$ cat config.mk
export PLATFORM = sky130hd
export DESIGN_NAME = rfa_front
export DESIGN_NICKNAME = d
export VERILOG_FILES = /design/src/rtl/core/rational_fraction_alu_unit_defines.svh /design/src/rtl/core/rfa_pkg.sv /design/src/rtl/core/rfa_front.sv
export SDC_FILE = /design/constraint.sdc
export NUM_CORES = 1
export LEC_CHECK = 0
export ABC_AREA = 1
export BUFFER_PORTS_ARGS = -buffer_cell sky130_fd_sc_hd__buf_2
export CELL_PAD_IN_SITES_DETAIL_PLACEMENT = 1
export CELL_PAD_IN_SITES_GLOBAL_PLACEMENT = 1
export CORE_MARGIN = 3
export CORE_UTILIZATION = 40
export CTS_CLUSTER_SIZE = 24
export DETAILED_ROUTE_END_ITERATION = 10
export PLACE_DENSITY_LB_ADDON = 0.1
export SYNTH_ARGS = -nofsm -noshare
export SYNTH_HDL_FRONTEND = slang
export SYNTH_SLANG_ARGS = --single-unit
export TNS_END_PERCENT = 100
$ cat constraint.sdc
create_clock -name clk -period 7.05 [get_ports clk]
set_input_delay 0.3525 -clock clk [delete_from_list [all_inputs] [get_ports clk]]
set_output_delay 0.3525 -clock clk [all_outputs]
set_load 0.02 [all_outputs]
$ cat src/rtl/core/rational_fraction_alu_unit_defines.svh
// Assertion macros shared by the fraction ALU RTL.
`ifndef RATIONAL_FRACTION_ALU_UNIT_DEFINES_SVH
`define RATIONAL_FRACTION_ALU_UNIT_DEFINES_SVH
// Implication checked on every clock edge outside reset.
`define RFA_ASSERT_IMP(lbl, ante, cons, msg) \
  lbl: assert property (@(posedge clk) disable iff (!rst_n) (ante) |-> (cons)) \
    else $error(msg);
// Next-cycle implication checked outside reset.
`define RFA_ASSERT_NEXT(lbl, ante, cons, msg) \
  lbl: assert property (@(posedge clk) disable iff (!rst_n) (ante) |=> (cons)) \
    else $error(msg);
`endif

$ cat src/rtl/core/rfa_pkg.sv
// Package: opcodes, state types and queue word for the fraction ALU.
`default_nettype none
package rfa_pkg;
  localparam int unsigned OpW = 2;
  localparam int unsigned FieldW = 32;

  typedef enum logic [1:0] {
    OP_MUL  = 2'd0,
    OP_ADD  = 2'd1,
    OP_SIMP = 2'd2,
    OP_QUOT = 2'd3
  } op_t;

  // Class tags assigned by the front end.
  typedef enum logic [1:0] {
    CL_MUL    = 2'd0,
    CL_ADDEQ  = 2'd1,
    CL_ADDLCM = 2'd2,
    CL_DIV    = 2'd3
  } cls_t;

  typedef enum logic [3:0] {
    ST_IDLE,
    ST_MUL,
    ST_GCD,
    ST_GCD_WAIT,
    ST_L_DIV,
    ST_L_MUL,
    ST_S1_DIV,
    ST_S1_MUL,
    ST_S2_DIV,
    ST_S2_MUL,
    ST_SN_DIV,
    ST_SD_DIV,
    ST_Q_DIV,
    ST_DONE
  } be_state_t;

  typedef struct packed {
    cls_t              cls;
    logic [OpW-1:0]    op;
    logic [FieldW-1:0] a_num;
    logic [FieldW-1:0] a_den;
    logic [FieldW-1:0] b_num;
    logic [FieldW-1:0] b_den;
  } fe_word_t;

  typedef struct packed {
    logic start;
    logic busy;
    logic done;
  } div_ctl_t;
endpackage
`default_nettype wire

$ cat src/rtl/core/rfa_front.sv
// Front end: takes input words, classifies them, feeds the queue.
`default_nettype none
module rfa_front #(
  parameter int unsigned DATA_WIDTH = 32
) (
  input  wire logic                         clk,
  input  wire logic                         rst_n,
  input  wire logic                         in_valid,
  output logic                              in_ready,
  input  wire logic [1:0]                   in_op,
  input  wire logic [rfa_pkg::FieldW-1:0]   in_a_num,
  input  wire logic [rfa_pkg::FieldW-1:0]   in_a_den,
  input  wire logic [rfa_pkg::FieldW-1:0]   in_b_num,
  input  wire logic [rfa_pkg::FieldW-1:0]   in_b_den,
  output logic                              q_valid,
  input  wire logic                         q_ready,
  output rfa_pkg::fe_word_t                 q_word
);
  import rfa_pkg::*;

  // Two-entry queue between front and back.
  fe_word_t  mem_r [2];
  logic      wp_r, rp_r, wp_nxt, rp_nxt;
  logic [1:0] cnt_r, cnt_nxt;
  fe_word_t  w;
  logic [DATA_WIDTH-1:0] ad_w, bd_w;
  logic push, pop;

  // Denominator compare at the working width.
  assign ad_w = DATA_WIDTH'(in_a_den);
  assign bd_w = DATA_WIDTH'(in_b_den);

  always_comb begin
    w.op    = in_op;
    w.a_num = in_a_num;
    w.a_den = in_a_den;
    w.b_num = in_b_num;
    w.b_den = in_b_den;
    case (op_t'(in_op))
      OP_MUL:  w.cls = CL_MUL;
      OP_ADD:  w.cls = (ad_w == bd_w) ? CL_ADDEQ : CL_ADDLCM;
      default: w.cls = CL_DIV;
    endcase
  end

  assign in_ready = rst_n && (cnt_r != 2'd2);
  assign q_valid  = (cnt_r != 2'd0);
  assign q_word   = mem_r[rp_r];
  assign push     = in_valid && in_ready;
  assign pop      = q_valid && q_ready;

  always_comb begin
    wp_nxt  = push ? ~wp_r : wp_r;
    rp_nxt  = pop ? ~rp_r : rp_r;
    cnt_nxt = cnt_r + 2'(push) - 2'(pop);
  end

  always_ff @(posedge clk) begin
    if (!rst_n) begin
      wp_r  <= 1'b0;
      rp_r  <= 1'b0;
      cnt_r <= 2'd0;
    end else begin
      wp_r  <= wp_nxt;
      rp_r  <= rp_nxt;
      cnt_r <= cnt_nxt;
    end
  end

  always_ff @(posedge clk) begin
    if (push) begin
      mem_r[wp_r] <= w;
    end
  end
endmodule
`default_nettype wire

# Yosys cells after proc, flatten, opt, wreduce, memory -nomap -nowiden
# Memory sizes are Yosys's and may differ from the RTL's. A register that Yosys moved wholly into a read port is not among the register bits.
# Cells that the tools add are included.
[classes]
add_sub_neg = 2
multipliers = 0
div_mod_pow = 0
magnitude_cmp = 0
eq_ne = 3
shift = 0
n_mux = 6
n_bitwise = 2
reduce_logical = 5
[ops]
columns = ["operator", "count"]
rows = [
  ["$eq A32 B32 Y1", 1],
  ["$mux W1", 4],
  ["$pmux W2 S2", 1],
  ["$logic_and A1 B1 Y1", 3],
  ["$add A2 B1 Y2", 1],
  ["$eq A2 B1 Y1 const B", 1],
  ["$logic_not A2 Y1", 1],
  ["$mux W2", 1],
  ["$ne A2 B2 Y1 const B", 1],
  ["$not A1 Y1", 2],
  ["$reduce_bool A2 Y1", 1],
  ["$sub A2 B1 Y2", 1],
]
[totals]
reg_bits = 4
latchBits = 0
ramBits = 264
romBits = 0
inputBits = 134
out_inout_bits = 134
elab_cells = 22
n_memories = 1
[memory_table]
columns = ["name", "words", "word_bits", "rd", "rd_clocked_by_memory_dff", "write_ports", "line", "source"]
rows = [
  ["mem_r", 2, 132, 1, 1, 1, "rfa_front.sv:22", "fe_word_t mem_r [2];"],
]

# Depth between registers and ports, before layout
# Gate-level depths: netlist (run 1).
[logic_depth]
ltp_word = 5
ltp_mapped = 10
ltp_nobuf = 10

# Worst setup path before layout (run 1)
# Ideal clock, no wire load.
[synth_timing]
path_type = "reg2reg"
from = "register cnt_r[0]"
to = "memory mem_r[0][0] (netlist name) (enable)"
setup_time_ns = 0.626
t_arrival_ns = 6.312
t_required_ns = 6.424
slack_ns = 0.112
stages_incl_launch_ff = 5
path_buffers = 0
period_less_slack_ns = 6.938
path_cell_list = "dfxtp_1 > inv_1 > a21boi_2 > nand2_1 > nor2_1"
[synth_between]
elab_chain_len = 5
[synth_lines]
columns = ["item", "line", "source"]
rows = [
  ["start: declaration", "rfa_front.sv:24", "logic [1:0] cnt_r, cnt_nxt;"],
  ["start signal: assignment", "rfa_front.sv:66", "cnt_r <= cnt_nxt;"],
  ["$ne A2 B2 Y1", "rfa_front.sv:46", "assign in_ready = rst_n && (cnt_r != 2'd2);"],
  ["$logic_and A1 B1 Y1", "rfa_front.sv:46", ""],
  ["net in_ready", "rfa_front.sv:9", "output logic in_ready,"],
  ["$logic_and A1 B1 Y1", "rfa_front.sv:49", "assign push = in_valid && in_ready;"],
  ["$mux W1", "rfa_front.sv:71", "if (push) begin"],
  ["$mux W1 (implied by the code)", "rfa_front.sv:72", "mem_r[wp_r] <= w;"],
  ["end: declaration", "rfa_front.sv:22", ""],
]
# The timed path passes the listed nets, and every way through them passes these cells.

==> impl_metrics.json, run 1 <==
{
  "via_per_inst": 4.71,
  "syn_area_um2": 10600,
  "start_util": 0.413,
  "highest_layer": "met5",
  "start_kind": "flop",
  "post-route-period-util": 0.460,
  "firstDrtPassIters": 6,
  "finalSetupViolCount": 0,
  "die_width_um": 169,
  "rsz0062_at_grt": "false",
  "clockPowerShare": 0.345,
  "clock_skew_ns": 0.0113,
  "cp-end-kind": "output port",
  "ant_nets": 0,
  "rr_startpoint": "cnt_r[0]",
  "power_frac_seq": 0.426,
  "gr-total-overflow": 0,
  "clk_latency_ns": 0.54,
  "dieArea_um2": 28500,
  "yosysTopAreaCellShare": 0.749,
  "core-area_um2": 25600,
  "grt_pass1_wl_um": 36100,
  "power_density_nw_per_um2": 334,
  "yosysSeqAreaShare": 0.758,
  "avgSynthCellArea_um2": 19.5,
  "hold_viol": 0,
  "critical_path_depth": 3,
  "routed_wl_um": 23700,
  "syn-num-nets": 679,
  "clockBufferDepth": 3,
  "crit_chain": "buf_4, mux2_2, buf_2",
  "grt_pass1_vias": 6353,
  "antenna_found_initial": 8,
  "tns_ns": 0,
  "internal_power_uw": 3380,
  "grt_max_degree": 110,
  "met3_length_um": 2040,
  "place_congestion": 0.766,
  "ios": 268,
  "swShare": 0.271,
  "netlist.top_cell.by_area": "edfxtp_1",
  "ys.flop_type": "edfxtp_1",
  "numPortBuffers": 267,
  "switching_power_uw": 1260,
  "hold_ws_ns": 0.0209,
  "cts_tree": "done",
  "fmax_mhz": 308,
  "worstMarginPinSlew_ns": 0.966,
  "reg2reg_slack_ns": 4.44,
  "crit_end": "q_word[131]",
  "dr_total_vias": 5866,
  "worstPathRequired_ns": 6.70,
  "async_flop_share": 0,
  "reg2regPathDepth": 5,
  "yosys-top-cells-area": "edfxtp_1 75%, mux2_4 11%, mux2_2 5.5%",
  "synth-seq-cells": 269,
  "synth_most_common_cell": "edfxtp_1",
  "hpwlAfterDp_um": 15900,
  "final_cells": 1245,
  "p_total_uw": 4640,
  "crit_family": "flip-flops",
  "wl_met1_um": 9250,
  "synth.distinct_cells": 16,
  "synthCells": 543,
  "cp.arrival_ns": 2.89,
  "crit_slowest_cell": "dfxtp_4",
  "rr_endpoint": "mem_r[0][53]",
  "cts_root_buf": "clkbuf_16",
  "nNetsFinal": 1026,
  "route.detailed.drc": 0,
  "clk_pin_slew_ns": 0.06,
  "crit_fanout": 55,
  "dp_cells": 1130,
  "slew_headroom": 0.356,
  "power_frac_comb": 0.228,
  "synth_warnings": 0,
  "area_delta_synth_final_pct": 31.2,
  "cts.sinks": 269,
  "irDropWorstVdd_mv": 0.179,
  "grt.total_usage": 0.162,
  "p_leak_uw": 0.00541,
  "rows": 58,
  "hold_class": "input pin to flop",
  "wl_met2_um": 11600,
  "routedWlPerCell_um": 19.0,
  "fin_crit_ns": 3.24,
  "status": "finished clean",
  "path_class": "flop to output port",
  "die_y_um": 169,
  "cpPeakStageDelay_ns": 0.99,
  "max-cap-violations": 0,
  "synth_common_cells": "264 x edfxtp_1, 80 x mux2_4, 55 x nand2_1",
  "htree_levels": 1,
  "min_path_cells": 1,
  "cts_buffers": 30,
  "path_buf_inv": 2,
  "drv_slew": 0,
  "drt_iter0_markers": 407,
  "drive_above_1_share": 0.496,
  "synth_edf_count": 264,
  "post_cts_buffers": 0
}
[layout make-up]
type | count | area, µm²
fill | 2438 | 11700
clock buffer | 33 | 783
multi-input combinational | 234 | 2340
tap | 330 | 413
timing repair buffer | 330 | 1970
antenna | 3 | 7.51
inverter | 25 | 93.8
clock inverter | 21 | 251
sequential | 269 | 8030
[worst min path at each step]
stage                          to          from  slack [ns]
global route        mem_r[0][105]   in_a_num[9]       0.005
floorplan                    flop          rp_r        0.43
detailed placement           flop          rp_r        0.45
finish              mem_r[0][124]  in_a_num[28]        0.02
CTS                  mem_r[1][81]  in_a_den[17]      0.0009
global placement             flop          rp_r        0.43
[cells by family after synthesis]
group / Yosys count / share of synthesized area
flops: 269 / 0.758
mux: 132 / 0.169
simple gates: 68 / 0.0242
buf+inv: 40 / 0.0222
xor+xnor: 24 / 0.0199
compound gates: 8 / 0.00437
fa+ha+maj: 2 / 0.00236
[layer usage]
metal | vias up | track usage
met5 | - | 0
met4 | 10 | 0.0502
met3 | 56 | 0.0537
met2 | 209 | 0.279
met1 | 2852 | 0.193
li1 | 2739 | -
[power groups by stage]
| stage | combinational, µW | clock, µW | sequential [µW] |
|---|---|---|---|
| after floorplan | 788 | 0 | 1980 |
| after global placement | 1030 | 0 | 2010 |
| after detailed placement | 1050 | 0 | 2020 |
| after CTS | 1080 | 1650 | 1980 |
| after global routing | 1140 | 1720 | 1990 |
| final | 1060 | 1600 | 1980 |
[registers in the layout, summed over array words and instances (netlist names), named ones only]
register / count
rp_r: 1
cnt_r: 2
mem_r: 264
wp_r: 1
[through the flow]
step / setup WS [ns] / instance area [µm²] / utilization
floorplan: 0.112 / 10600 / -
detailed placement: 4.26 / 12300 / 0.479
finish: 3.81 / 13900 / 0.542
global placement: 4.38 / 12300 / 0.479
CTS: 3.73 / 13900 / 0.542
global route: 3.66 / 13900 / 0.542
[placed cells by master (no fill, tap or decap)]
master,count
edfxtp_1,264
clkinv_2,5
xnor2_1,24
nor2_4,2
dfxtp_1,4
diode_2,3
buf_2,267
o21ai_0,3
inv_1,25
dfxtp_4,1
clkinv_1,8
a21boi_2,1
buf_12,1
ha_1,2
nand2_1,55
clkbuf_16,31
a21oi_1,4
bufinv_16,6
clkbuf_1,2
mux2_2,52
nand3_1,1
clkinv_4,1
dlygate4sd3_1,58
clkinvlp_4,1
buf_4,4
nor2_1,10
mux2_4,80
[repair_timing]
| item | 4_1_cts | 5_1_grt |
|---|---|---|
| endpoints found under the setup margin | 0 | 0 |
| gates resized for setup | 0 | 0 |
| hold endpoints to repair | 115 | 0 |
| hold buffers | 58 | 0 |
(Power assumes the default switching activity.)
==> run 2: changes to the inputs <==
clock period = 2.63 ns   (was 7.05 ns; I/O delays follow)
==> run 2 against run 1 <==
Critical path depth did not move. Design area rose by 5.3%. Core utilization rose by 2.9 points. Combinational power rose to 2.9 times the previous value. Total power rose to 2.6 times the previous value. Sequential share of layout area fell by 2.9 points. Clock power rose by 130%. Worst setup slack got worse by 3.4 ns. Via count rose by 4.4%. First-iteration DRC count fell by 43%. Clock skew rose by 0.0067 ns. Non-clock buffer count rose by 83. Critical path type unchanged. Largest cell class unchanged. Largest power group unchanged. Highest routed layer is now met4.
==> impl_metrics.json, run 2 (synthesized netlist as in run 1, its figures left out) <==
{
  "rsz0062_at_grt": "false",
  "ios": 268,
  "fmax_mhz": 446,
  "reg_top3": "mem_r: 264 flops, cnt_r: 2 flops",
  "numPortBuffers": 267,
  "clk_latency_ns": 0.53,
  "start_kind": "flop",
  "status": "finished clean",
  "ant_nets": 0,
  "dpl_cell_area_um2": 12400,
  "htree_levels": 1,
  "p_total_uw": 12000,
  "ctsHoldBuffers": 133,
  "path_buf_inv": 2,
  "largest-register": "mem_r",
  "cts_buffers": 29,
  "nNetsFinal": 1108,
  "rows": 58,
  "start_util": 0.413,
  "gr-total-overflow": 0,
  "cpPeakStageDelay_ns": 0.61,
  "drv_slew": 0,
  "worstPathRequired_ns": 2.50,
  "dpl_worst_slack_ns": 0.796,
  "grt_pass1_vias": 6789,
  "dieArea_um2": 28500,
  "routedWlPerCell_um": 18.1,
  "routed_wl_um": 24000,
  "area_delta_synth_final_pct": 38.2,
  "cts_tree": "done",
  "crit_chain": "buf_4, mux2_2, buf_2",
  "setup_ws_ns": 0.388,
  "die_y_um": 169,
  "grt.total_usage": 0.164,
  "grt_max_degree": 107,
  "route.detailed.drc": 0,
  "power_density_nw_per_um2": 823,
  "final_cells": 1323,
  "irDropWorstVdd_mv": 0.606,
  "clock_skew_ns": 0.0180,
  "crit_family": "flip-flops",
  "finalSetupViolCount": 0,
  "final_common_cell": "buf_2",
  "grt_pass1_wl_um": 37000,
  "clockBufferDepth": 3,
  "p_leak_uw": 0.00573,
  "firstDrtPassIters": 4,
  "largest_register_ffs": 264,
  "hold_ws_ns": 0.321,
  "core-area_um2": 25600,
  "place_congestion": 0.764,
  "post-route-period-util": 0.853,
  "drive_above_1_share": 0.463,
  "dr_total_vias": 6125,
  "cts_root_buf": "clkbuf_16",
  "slew_headroom": 0.577,
  "cp-end-kind": "output port",
  "dp_cells": 1138,
  "clk_pin_slew_ns": 0.06,
  "fin_crit_ns": 2.24,
  "cp.arrival_ns": 2.11,
  "antenna_found_initial": 0,
  "crit_slowest_cell": "dfxtp_4",
  "post_cts_buffers": 0,
  "antennaDiodeCount": 0,
  "cts.sinks": 269,
  "crit_fanout": 23,
  "worstMarginPinSlew_ns": 0.633,
  "via_per_inst": 4.63,
  "final_cell_mix": "267 x buf_2, 264 x edfxtp_1, 133 x dlygate4sd3_1, 80 x mux2_4, 54 x nand2_1",
  "drt_iter0_markers": 230,
  "cts_resized": 0,
  "hold_class": "input pin to flop",
  "max-cap-violations": 0,
  "die_width_um": 169,
  "path_class": "flop to output port",
  "hold_viol": 0,
  "postLayoutCellArea_um2": 14600,
  "hpwlAfterDp_um": 15800
}
run 2: changes by cell type in the layout (fill, tap and decap cells not counted), sizes merged:
cell / previous run / this run
diode: 3 / 0
dlygate4sd3: 58 / 133
clkinvlp: 1 / 0
clkinv: 14 / 15
buf: 272 / 280
clkbuf: 33 / 35
bufinv: 6 / 2
run 2: final timing paths:
check	from	end	slack, ns	cells past startpoint
worst max register to register	cnt_r[0]	mem_r[1][15]	0.84	5
worst min-delay path	in_b_num[0]	mem_r[1][32]	0.32	2
worst min register to register	rp_r	flop	0.45	1
worst max-delay path	flop	q_word[7]	0.39	3
run 2: metrics by stage:
| stage | util | TNS [ns] |
|---|---|---|
| after floorplan | - | -126.50 |
| after global placement | 0.485 | 0 |
| after detailed placement | 0.485 | 0 |
| after global routing | 0.571 | 0 |
| final | 0.571 | 0 |
| after CTS | 0.571 | 0 |
run 2: layout make-up:
type / count / area (µm²)
fillers: 2412 / 11000
flip-flops and latches: 269 / 8030
repair buffers: 413 / 2850
multi-input cells: 234 / 2350
clock buffers: 35 / 748
well taps: 330 / 413
clock inverters: 17 / 133
inverters: 25 / 93.8
run 2: power by group:
part	internal, µW	total (µW)	switching (µW)
registers	5090	5230	138
logic	1390	3070	1680
clock network	2210	3750	1540
total	8680	12000	3360
run 2: worst register-to-register path: cells and delay by family (launching register included):
kind                   cells  cell delay, ns
and+or+nand+nor            2            0.60
AOI/OAI and AO/OA          1            0.18
buffers and inverters      2            0.35
DFF                        1            0.33
run 2: per-layer routing:
layer | up-vias | wire, µm | track usage
met5 | - | 0 | 0
met4 | 0 | 459 | 0.0441
met3 | 30 | 1690 | 0.0437
met2 | 187 | 12500 | 0.299
met1 | 3008 | 9260 | 0.190
li1 | 2900 | - | -
